**src/hdl/assert_macros.svh**
```systemverilog
// assertion macros shared by the frame receiver rtl
`ifndef ASSERT_MACROS_SVH
`define ASSERT_MACROS_SVH
`ifndef SYNTH
// property that must hold at every clock edge outside reset
`define ASSERT_HOLD(lbl, clk, rstn, prop, msg) \
  lbl: assert property (@(posedge clk) disable iff (!rstn) (prop)) else $error(msg);
// antecedent in one cycle implies consequent in the next
`define ASSERT_NEXT(lbl, clk, rstn, ante, cons, msg) \
  lbl: assert property (@(posedge clk) disable iff (!rstn) (ante) |=> (cons)) else $error(msg);
`else
`define ASSERT_HOLD(lbl, clk, rstn, prop, msg)
`define ASSERT_NEXT(lbl, clk, rstn, ante, cons, msg)
`endif
`endif

```
**src/hdl/frp_pkg.sv**
```systemverilog
// types and constants of the framed packet receiver
`timescale 1ns / 1ps
`default_nettype none
package frp_pkg;

  // payload buffer geometry
  localparam int PAYLOAD_DEPTH = 256;
  localparam int PAYLOAD_AW    = $clog2(PAYLOAD_DEPTH);

  // bytes of frame overhead subtracted from the length byte
  localparam logic [7:0] FRAME_OVERHEAD = 8'd4;

  // command codes
  localparam logic [1:0] CMD_RECV    = 2'd0;
  localparam logic [1:0] CMD_RELEASE = 2'd1;
  localparam logic [1:0] CMD_READ    = 2'd2;
  localparam logic [1:0] CMD_NONE    = 2'd3;

  // parser state codes
  localparam logic [2:0] PH_IDLE    = 3'd0;
  localparam logic [2:0] PH_START   = 3'd1;
  localparam logic [2:0] PH_LENGTH  = 3'd2;
  localparam logic [2:0] PH_PAYLOAD = 3'd3;
  localparam logic [2:0] PH_CHECK1  = 3'd4;

  // register indexes on the configuration port
  localparam logic REG_START_PLAIN  = 1'b0;
  localparam logic REG_START_SECURE = 1'b1;

  // reset values of the start byte registers
  localparam logic [7:0] START_PLAIN_RST  = 8'd153;
  localparam logic [7:0] START_SECURE_RST = 8'd152;

  typedef struct packed {
    logic [1:0] cmd;
    logic [7:0] data_byte;
    logic [7:0] read_index;
  } in_word_t;

  typedef struct packed {
    logic [7:0] read_data;
    logic       frame_ready;
    logic       frame_good;
    logic       frame_error;
    logic       encrypted;
    logic [7:0] payload_length;
    logic [7:0] error_count;
    logic [7:0] overrun_count;
    logic [2:0] parse_state;
  } out_word_t;

  typedef struct packed {
    logic [7:0] start_plain;
    logic [7:0] start_secure;
  } frp_cfg_t;

  typedef struct packed {
    logic       frame_ready;
    logic       frame_good;
    logic       frame_error;
    logic       encrypted;
    logic [7:0] payload_length;
    logic [7:0] error_count;
    logic [7:0] overrun_count;
    logic [2:0] parse_state;
  } frp_status_t;

  typedef struct packed {
    logic                  en;
    logic [PAYLOAD_AW-1:0] addr;
    logic [7:0]            data;
  } frp_ram_wr_t;

endpackage
`default_nettype wire

```
**src/hdl/frp_parser.sv**
```systemverilog
// frame parser: state machine, running checks and error counters
`timescale 1ns / 1ps
`default_nettype none
`include "assert_macros.svh"
module frp_parser
  import frp_pkg::*;
(
  input  wire logic        clk,
  input  wire logic        rst_n,
  input  wire logic        accept,
  input  wire in_word_t    word,
  input  wire frp_cfg_t    cfg,
  output frp_status_t      status,
  output frp_ram_wr_t      ram_wr
);

  logic [2:0] phase_r,   phase_nxt;
  logic       secure_r,  secure_nxt;
  logic       ready_r,   ready_nxt;
  logic [7:0] exp_len_r, exp_len_nxt;
  logic [7:0] idx_r,     idx_nxt;
  logic [7:0] sum_a_r,   sum_a_nxt;
  logic [7:0] sum_b_r,   sum_b_nxt;
  logic [7:0] err_cnt_r, err_cnt_nxt;
  logic [7:0] ovr_cnt_r, ovr_cnt_nxt;
  logic       good_r,    good_nxt;
  logic       bad_r,     bad_nxt;
  logic [7:0] c;
  logic [7:0] sum_a_acc;

  assign c         = word.data_byte;
  assign sum_a_acc = sum_a_r + c;

  // next state for one accepted word
  always_comb begin
    phase_nxt   = phase_r;
    secure_nxt  = secure_r;
    ready_nxt   = ready_r;
    exp_len_nxt = exp_len_r;
    idx_nxt     = idx_r;
    sum_a_nxt   = sum_a_r;
    sum_b_nxt   = sum_b_r;
    err_cnt_nxt = err_cnt_r;
    ovr_cnt_nxt = ovr_cnt_r;
    good_nxt    = 1'b0;
    bad_nxt     = 1'b0;
    ram_wr.en   = 1'b0;
    ram_wr.addr = idx_r[PAYLOAD_AW-1:0];
    ram_wr.data = c;
    if (word.cmd == CMD_RECV) begin
      unique case (phase_r)
        PH_IDLE: begin
          // plain start wins when both registers match
          if (c == cfg.start_plain) begin
            phase_nxt  = PH_START;
            secure_nxt = 1'b0;
          end else if (c == cfg.start_secure) begin
            phase_nxt  = PH_START;
            secure_nxt = 1'b1;
          end
        end
        PH_START: begin
          if (ready_r) begin
            // length byte while a frame is still held
            ovr_cnt_nxt = ovr_cnt_r + 8'd1;
            err_cnt_nxt = err_cnt_r + 8'd1;
            bad_nxt     = 1'b1;
            phase_nxt   = PH_IDLE;
          end else begin
            exp_len_nxt = c - FRAME_OVERHEAD;
            sum_a_nxt   = c;
            sum_b_nxt   = c;
            idx_nxt     = 8'd0;
            phase_nxt   = PH_LENGTH;
          end
        end
        PH_LENGTH: begin
          ram_wr.en = 1'b1;
          sum_a_nxt = sum_a_acc;
          sum_b_nxt = sum_b_r + sum_a_acc;
          idx_nxt   = idx_r + 8'd1;
          if (idx_nxt == exp_len_r) begin
            phase_nxt = PH_PAYLOAD;
          end
        end
        PH_PAYLOAD: begin
          if (c != sum_a_r) begin
            err_cnt_nxt = err_cnt_r + 8'd1;
            bad_nxt     = 1'b1;
            phase_nxt   = PH_IDLE;
          end else begin
            phase_nxt = PH_CHECK1;
          end
        end
        PH_CHECK1: begin
          if (c != sum_b_r) begin
            err_cnt_nxt = err_cnt_r + 8'd1;
            bad_nxt     = 1'b1;
          end else begin
            ready_nxt = 1'b1;
            good_nxt  = 1'b1;
          end
          phase_nxt = PH_IDLE;
        end
        default: begin
          err_cnt_nxt = err_cnt_r + 8'd1;
          bad_nxt     = 1'b1;
          phase_nxt   = PH_IDLE;
        end
      endcase
    end else if (word.cmd == CMD_RELEASE) begin
      ready_nxt = 1'b0;
    end
    if (!accept) begin
      ram_wr.en = 1'b0;
    end
  end

  // parser registers, updated only on accepted words
  always_ff @(posedge clk) begin
    if (!rst_n) begin
      phase_r   <= PH_IDLE;
      secure_r  <= 1'b0;
      ready_r   <= 1'b0;
      exp_len_r <= 8'd0;
      idx_r     <= 8'd0;
      sum_a_r   <= 8'd0;
      sum_b_r   <= 8'd0;
      err_cnt_r <= 8'd0;
      ovr_cnt_r <= 8'd0;
      good_r    <= 1'b0;
      bad_r     <= 1'b0;
    end else if (accept) begin
      phase_r   <= phase_nxt;
      secure_r  <= secure_nxt;
      ready_r   <= ready_nxt;
      exp_len_r <= exp_len_nxt;
      idx_r     <= idx_nxt;
      sum_a_r   <= sum_a_nxt;
      sum_b_r   <= sum_b_nxt;
      err_cnt_r <= err_cnt_nxt;
      ovr_cnt_r <= ovr_cnt_nxt;
      good_r    <= good_nxt;
      bad_r     <= bad_nxt;
    end
  end

  // status after the last accepted word
  assign status.frame_ready    = ready_r;
  assign status.frame_good     = good_r;
  assign status.frame_error    = bad_r;
  assign status.encrypted      = secure_r;
  assign status.payload_length = exp_len_r;
  assign status.error_count    = err_cnt_r;
  assign status.overrun_count  = ovr_cnt_r;
  assign status.parse_state    = phase_r;

  // a completed frame always leaves the ready flag set and the parser idle
  `ASSERT_HOLD(a_good_sets_ready, clk, rst_n, !good_r || (ready_r && phase_r == PH_IDLE),
               "frame_good without ready flag")
  // a frame cannot be both good and bad
  `ASSERT_HOLD(a_good_bad_excl, clk, rst_n, !(good_r && bad_r), "good and error together")
  // an overrun bumps both counters and returns to idle
  `ASSERT_NEXT(a_overrun_count, clk, rst_n,
               accept && word.cmd == CMD_RECV && phase_r == PH_START && ready_r,
               ovr_cnt_r == $past(ovr_cnt_r) + 8'd1 && err_cnt_r == $past(err_cnt_r) + 8'd1
               && bad_r && phase_r == PH_IDLE,
               "overrun not counted")

endmodule
`default_nettype wire

```
**src/hdl/framed_packet_receiver_top.sv**
```systemverilog
// top level of the framed packet receiver
`timescale 1ns / 1ps
`default_nettype none
// Usage
// - in_valid/in_ready/in_data carry one command word: receive a byte, release the
//   held frame, or read a stored payload byte.
// - out_valid/out_ready/out_data return exactly one result word per command word,
//   holding the parser status after that word and, for a read, the payload byte.
// - the result is registered: a word accepted at an edge has its result valid right
//   after that edge, so the result can be taken at the next edge at the earliest.
// - throughput is one word per cycle; the parser state and the 256-byte payload
//   buffer (one write or one read port use per word) update at the accept edge.
// - the result register sits between the channels; in_ready stays high while the
//   result slot is empty or being taken, and drops while out_valid waits on a
//   stalled out_ready, so no result is lost or repeated.
// - psel/penable/pwrite/paddr/pwdata program the two start bytes (offsets 0 and
//   4); pready is tied high and prdata returns the addressed register.
// - reset (rst_n low, synchronous) returns the parser to idle, clears flags and
//   counters and restores the start bytes; the payload buffer is not cleared, so
//   reads may return bytes stored before the reset.
`include "assert_macros.svh"
module framed_packet_receiver_top
  import frp_pkg::*;
(
  input  wire logic        clk,
  input  wire logic        rst_n,
  input  wire logic        in_valid,
  output logic             in_ready,
  input  wire in_word_t    in_data,
  output logic             out_valid,
  input  wire logic        out_ready,
  output out_word_t        out_data,
  input  wire logic        psel,
  input  wire logic        penable,
  input  wire logic        pwrite,
  input  wire logic [2:0]  paddr,
  input  wire logic [31:0] pwdata,
  output logic [31:0]      prdata,
  output logic             pready
);

  frp_cfg_t    cfg_r;
  frp_status_t status;
  frp_ram_wr_t ram_wr;
  logic        accept;
  logic        out_valid_r, out_valid_nxt;
  logic        rd_sel_r;
  logic [7:0]  mem_q_r;
  logic [7:0]  payload_mem [PAYLOAD_DEPTH];
  logic        cfg_wr;

  // configuration registers
  assign pready = 1'b1;
  assign cfg_wr = psel && penable && pwrite && pready;

  always_ff @(posedge clk) begin
    if (!rst_n) begin
      cfg_r.start_plain  <= START_PLAIN_RST;
      cfg_r.start_secure <= START_SECURE_RST;
    end else if (cfg_wr) begin
      unique case (paddr[2])
        REG_START_PLAIN:  cfg_r.start_plain  <= pwdata[7:0];
        REG_START_SECURE: cfg_r.start_secure <= pwdata[7:0];
        default:          cfg_r              <= cfg_r;
      endcase
    end
  end

  assign prdata = {24'd0, (paddr[2] == REG_START_SECURE) ? cfg_r.start_secure
                                                           : cfg_r.start_plain};

  // handshake: take a word whenever the result slot frees up
  assign in_ready = !out_valid_r || out_ready;
  assign accept   = in_valid && in_ready;

  always_comb begin
    out_valid_nxt = out_valid_r;
    if (accept) begin
      out_valid_nxt = 1'b1;
    end else if (out_ready) begin
      out_valid_nxt = 1'b0;
    end
  end

  always_ff @(posedge clk) begin
    if (!rst_n) begin
      out_valid_r <= 1'b0;
      rd_sel_r    <= 1'b0;
    end else begin
      out_valid_r <= out_valid_nxt;
      if (accept) begin
        rd_sel_r <= (in_data.cmd == CMD_READ);
      end
    end
  end

  // frame parser
  frp_parser u_parser (
    .clk    (clk),
    .rst_n  (rst_n),
    .accept (accept),
    .word   (in_data),
    .cfg    (cfg_r),
    .status (status),
    .ram_wr (ram_wr)
  );

  // payload buffer: write from the parser, registered read on read commands
  always_ff @(posedge clk) begin
    if (ram_wr.en) begin
      payload_mem[ram_wr.addr] <= ram_wr.data;
    end
    if (accept && in_data.cmd == CMD_READ) begin
      mem_q_r <= payload_mem[in_data.read_index[PAYLOAD_AW-1:0]];
    end
  end

  // result word
  assign out_valid               = out_valid_r;
  assign out_data.read_data      = rd_sel_r ? mem_q_r : 8'd0;
  assign out_data.frame_ready    = status.frame_ready;
  assign out_data.frame_good     = status.frame_good;
  assign out_data.frame_error    = status.frame_error;
  assign out_data.encrypted      = status.encrypted;
  assign out_data.payload_length = status.payload_length;
  assign out_data.error_count    = status.error_count;
  assign out_data.overrun_count  = status.overrun_count;
  assign out_data.parse_state    = status.parse_state;

  // every accepted word leaves a result waiting
  `ASSERT_NEXT(a_accept_result, clk, rst_n, accept, out_valid_r, "accepted word lost")
  // the parser only writes the buffer on an accepted receive word
  `ASSERT_HOLD(a_write_on_recv, clk, rst_n, !ram_wr.en || (accept && in_data.cmd == CMD_RECV),
               "payload write without receive")
  // check flags only follow a receive word
  `ASSERT_HOLD(a_flags_recv, clk, rst_n,
               !(rd_sel_r && (status.frame_good || status.frame_error)),
               "check flag on read word")

endmodule
`default_nettype wire
```
**config.mk**
```make
export PLATFORM = sky130hd
export DESIGN_NAME = framed_packet_receiver_top
export DESIGN_NICKNAME = d
export VERILOG_FILES = /design/src/hdl/frp_pkg.sv /design/src/hdl/frp_parser.sv /design/src/hdl/framed_packet_receiver_top.sv
export VERILOG_INCLUDE_DIRS = /design/src /design/src/hdl
export SDC_FILE = /design/constraint.sdc
export NUM_CORES = 2
export LEC_CHECK = 0
export BUFFER_PORTS_ARGS = -buffer_cell sky130_fd_sc_hd__clkbuf_2
export CAP_MARGIN = 20
export CORE_ASPECT_RATIO = 1.25
export CORE_MARGIN = 3
export CORE_UTILIZATION = 55
export DETAILED_ROUTE_END_ITERATION = 8
export PLACE_DENSITY = 0.73
export SLEW_MARGIN = 15
export SYNTH_ARGS = -nofsm -noshare
export SYNTH_HDL_FRONTEND = slang
export SYNTH_SLANG_ARGS = --single-unit
export TNS_END_PERCENT = 1
```
**constraint.sdc**
```tcl
create_clock -name clk -period 6.3 [get_ports clk]
set_input_delay 1.89 -clock clk [delete_from_list [all_inputs] [get_ports clk]]
set_output_delay 1.89 -clock clk [all_outputs]
set_load 0.03 [all_outputs]
```
==> Yosys cells after proc, flatten, opt, wreduce, memory -nomap -nowiden <==
Memories as Yosys holds them, arrays and structs flattened. A register that Yosys moved wholly into a read port is not among the register bits.
Cells that the tools add are included.
{ "op_classes": {"n_mux": 38, "n_addsub": 6, "n_eq_ne": 19, "reduce_logical": 22, "n_bitwise": 3} }
{ "op_table": {"columns": ["operator", "count"], "rows": [
  ["$mux 8", 7],
  ["$pmux 8 s2", 3],
  ["$pmux 8 s4", 1],
  ["$add 8x1->8 const B", 3],
  ["$eq 8x8->1", 3],
  ["$reduce_and 4->1", 6],
  ["$mux 1", 20],
  ["$add 8x8->8", 2],
  ["$ne 8x8->1", 2],
  ["$mux 3", 4],
  ["$pmux 3 s4", 1],
  ["$ne 2x1->1 const B", 4],
  ["$reduce_bool 2->1", 4],
  ["$sub 8x3->8 const B", 1],
  ["$eq 3x2->1 const B", 2],
  ["$ne 2x2->1 const B", 3],
  ["$reduce_and 6->1", 1],
  ["$logic_and 1x1->1", 4],
  ["$pmux 1 s4", 1],
  ["$reduce_and 2->1", 2],
  ["$eq 3x1->1 const B", 1],
  ["$eq 3x3->1 const B", 1],
  ["$logic_not 3->1", 1],
  ["$ne 3x1->1 const B", 1],
  ["other kinds (8)", 10]
]} }
{ "totals": {"n_memories": 1, "ramBits": 2048, "in_bits": 60, "elab_cells": 104, "reg_bits": 73} }
{ "memory_table": {"columns": ["name", "depth", "width", "read_ports", "rd_clocked_by_memory_dff", "write_ports", "line_no", "text"], "rows": [
  ["payload_mem", 256, 8, 1, 1, 1, "framed_packet_receiver_top.sv:49", "logic [7:0] payload_mem [PAYLOAD_DEPTH];"]
]} }

==> Depth between registers and ports, before layout <==
{ "depth": {"depth_word": 6, "mapped_depth": 14} }

==> Cells and area by module <==
From an unflattened synthesis, not the netlist that was laid out.
{ "unflattened": {"hier_cells": 4351, "area_unflattened_um2": 84693.7} }
{ "by_module_without_submodules": {"columns": ["mod", "area_per_inst_um2", "instances", "cells_each", "seq_area_each_um2"], "rows": [
  ["framed_packet_receiver_top", 81010.2, 1, 3910, 62099.6],
  ["frp_parser", 3683.5, 1, 441, 1101.1]
]} }

==> Worst setup path after synthesis <==
Ideal clock, no wire load.
{ "synth_timing": {"path_kind": "in2out", "startpoint": "input port paddr[2]", "endpoint": "output port prdata[0]", "arrival_ns": 2.651, "n_path_buf": 1, "cell_stages": 2, "t_required_ns": 4.410, "setup_slack_ns": 1.759, "cell_sequence": "clkbuf_1 > mux2_2"} }
{ "synth_between": {"elab_chain_len": 1} }
{ "synth_rtl": {"columns": ["item", "line_no", "text"], "rows": [
  ["start, declared", "framed_packet_receiver_top.sv:36", "input wire logic [2:0] paddr,"],
  ["$mux 8", "framed_packet_receiver_top.sv:69", "assign prdata = {24'd0, (paddr[2] == REG_START_SECURE) ? cfg_r.start_secure"],
  ["end, declared", "framed_packet_receiver_top.sv:38", "output logic [31:0] prdata,"]
]} }
No other way between the ends.

==> Final worst setup path <==
{ "layout_timing": {"startpoint": "input port paddr[2]", "endpoint": "output port prdata[1]"} }
Same word-level chain as after synthesis.

==> results.tsv <==
metric	value	unit
status	completed	
logic gate share of total power	0.045	
Area contributors post-synth	sky130_fd_sc_hd__edfxtp_1, sky130_fd_sc_hd__mux4_2, sky130_fd_sc_hd__dfxtp_1, sky130_fd_sc_hd__nor2_1, sky130_fd_sc_hd__mux2i_1	
number of resized instances in the post-cts repair step	0	
overall die width	355	um
count of placed standard cells including taps	6187	
Mean Syn Cell Area	20.0	um2
via count of the first global-routing pass	42300	
global router's overall resource usage	0.250	
maximum number of pins on one net before global-route repair	188	
via count	41900	
count of maximum capacitance violations	0	
Clock Sinks	2129	
Area growth syn-to-layout	10.5	%
hold buffer count at CTS	0	
hold path start	u_parser.sum_a_r[2]	
clock network fraction of total power	0.397	
number of cells in the finished layout apart from fillers	6538	
fin. max-slew vios	0	
number of flops mapped to enable cells by yosys	2056	
global route overflow	0	
Total Neg Setup Slack	0	ns
TritonCTS clock tree	yes	
minimum period implied by the final worst setup slack	4.60	ns
share of Yosys cell area claimed by the top area cell type	0.737	
Mapped Cells	4196	
Core ar.	0.151	mm2
Skew-Pair Late Insertion Delay	0.83	ns
clock-pin slew of the registers on the worst-case setup and hold paths	0.06	ns
post-synthesis instance area	0.0838	mm2
share of async-settable or async-resettable flops after synthesis	0	
CP Data Arrival Time	2.71	ns
primary flip-flop cell chosen by synthesis mapping	sky130_fd_sc_hd__edfxtp_1	
effective utilization at floorplan	0.556	
total die area	0.157	mm2
final cell area excluding filler cells	0.0926	mm2
worst hold path stage count	2	
Vias/cell	6.41	
detailed-routed wire length on met2	97100	um
endpoint of the most critical register-to-register path	payload_mem[24][0]	
count of state elements after synthesis	2129	
most common library cells after synthesis	sky130_fd_sc_hd__edfxtp_1, sky130_fd_sc_hd__mux4_2, sky130_fd_sc_hd__nor2_1	
I/O pin count	134	
distinct cell type count of the synthesized netlist	73	
CTS HTree Levels	4	
P_sw	5.78	mW
CP Data Required Time	4.41	ns
RSZ-0062 raised after global routing	false	
type of destination of the critical path	primary output	
topmost layer with routed signal wires	met4	
share of cells above drive strength 1	0.227	
count leader, synth	sky130_fd_sc_hd__edfxtp_1	
first-pass GRT wire length	286000	um
DRC violations left	0	
count of warnings emitted by yosys	0	
cell at the root of the clock tree	sky130_fd_sc_hd__clkbuf_16	
worst r2r path cells	7	
routed length on met1	71200	um
P_leak	28.8	nW
Setup violations, final	0	
total internal power	22.0	mW
Peak VDD IR	0.280	mV
fraction of the yosys area taken by sequential cells	0.754	
library cell with the largest summed area after synthesis	sky130_fd_sc_hd__edfxtp_1	
min-delay worst type	flip-flop to flip-flop	
Final Cycle Share	0.730	
buffer count from post-CTS setup fixing	0	
net total in the final layout	4448	
hold path endpoint	u_parser.sum_a_r[2]	
WS Path Type	input port to primary output	
launch point of the worst reg-to-reg path	u_parser.phase_r[1]	
DRT iter0 DRCs	5167	
slew margin rel.	0.221	
routed wl met3	16400	um
global placement routability congestion	0.867	
count of standard-cell rows	159	
worst clock skew	0.0326	ns
slew of the pin with the lowest slew margin	1.17	ns
number of buffers on the longest clock path	3	
initial antenna violation count	6	
DR WL/cell	29.7	um
IO Port Bufs	82	
largest fanout of any net on the critical path	11	
1st-pass router iterations	6	
CP startpoint kind	input port	
Switching Fraction	0.208	
Area after DPL	0.0866	mm2
TritonCTS buffer count	186	
sequential group share of total power	0.558	
DP Wirelength	118000	um
Post-DRT Antenna Nets	0	
P per Cell Area	301	mW/mm2
height of the die	442	um
R2R setup slack	2.37	ns
endpoints failing hold	0	
f_max	218	MHz
final routed wirelength across all metal layers	194000	um
worst max path at each step:
stage	from	to	cells past startpoint	slack (ns)
2_1_floorplan	paddr[2]	prdata[0]	2	1.76
3_3_place_gp	in_data[0]	mem_q_r[2]	9	0.96
3_5_place_dp	in_data[0]	mem_q_r[2]	9	0.88
4_1_cts	paddr[2]	prdata[1]	3	1.71
5_1_grt	in_data[0]	mem_q_r[2]	9	1.61
6_report	paddr[2]	prdata[1]	3	1.70
per-layer routing:
layer,up-vias,GRT usage
met5,-,0
met4,0,0.118
met3,419,0.0436
met2,2213,0.406
met1,21700,0.331
li1,17500,-
through the flow:
stage	hold slack [ns]	setup slack, ns	power (mW)	util
after detailed placement	0.455	0.880	17.1	0.575
after global routing	0.488	1.61	28.6	0.614
after CTS	0.464	1.71	28.0	0.614
final	0.465	1.70	27.8	0.614
after global placement	0.449	0.956	17.1	0.574
after floorplan	0.436	1.76	16.6	-
layout by cell type (no fill, tap or decap), types with 41 or more instances in the layout:
master	Yosys	routed
sky130_fd_sc_hd__clkinv_1	0	45
sky130_fd_sc_hd__a22oi_1	79	79
sky130_fd_sc_hd__mux2_2	41	41
sky130_fd_sc_hd__nand2_1	125	118
sky130_fd_sc_hd__buf_4	60	124
sky130_fd_sc_hd__o22ai_1	94	94
sky130_fd_sc_hd__a21oi_1	96	96
sky130_fd_sc_hd__nor2_1	343	341
sky130_fd_sc_hd__edfxtp_1	2056	2056
sky130_fd_sc_hd__mux4_2	472	472
sky130_fd_sc_hd__mux2i_1	94	94
sky130_fd_sc_hd__dfxtp_1	73	73
sky130_fd_sc_hd__clkbuf_1	100	42
sky130_fd_sc_hd__xnor2_1	42	42
sky130_fd_sc_hd__clkbuf_16	0	189
sky130_fd_sc_hd__clkbuf_2	0	71
sky130_fd_sc_hd__a211oi_1	49	49
state kept, by name, summed over array words and instances, names as in the netlist, 3 cells and up:
name	count
u_parser.ovr_cnt_r	8
u_parser.idx_r	8
u_parser.phase_r	3
u_parser.sum_a_r	8
payload_mem	2048
u_parser.sum_b_r	8
u_parser.err_cnt_r	8
mem_q_r	8
u_parser.exp_len_r	8
cfg_r	16
area by class of cell:
class | count | area (um2)
well taps | 2012 | 2520
diodes | 9 | 22.5
inverters | 16 | 60.1
clock inverters | 108 | 960
flip-flops and latches | 2129 | 63200
multi-input cells | 1803 | 19000
repair buffers | 228 | 1920
clock buffers | 233 | 4910
fillers | 10300 | 58200
cells by family (layout without fill, tap and decap cells):
group,count (synthesis),in the layout,synth area share
AND/OR/NAND/NOR,648,648,0.0345
multiplexers,613,613,0.145
buffers and inverters,287,585,0.0210
AO/OA/AOI/OAI,433,433,0.0346
XOR/XNOR,60,60,0.00627
adder cells (fa/ha/maj),24,24,0.00376
flip-flops,2129,2129,0.754
other,2,34,0.0000896
power by group through the flow:
stage          clock (mW)  sequential (mW)  combinational, mW
2_1_floorplan           0             15.8              0.740
5_1_grt              11.7             15.5               1.33
4_1_cts              11.2             15.5               1.27
3_5_place_dp            0             15.8               1.26
6_report             11.1             15.5               1.26
3_3_place_gp            0             15.8               1.24
worst max-delay path: stages:
cell,delay (ns)
sky130_fd_sc_hd__clkbuf_2,0.25
sky130_fd_sc_hd__mux2_2,0.38
sky130_fd_sc_hd__clkbuf_2,0.19
Power figures use the tool's default switching activity.
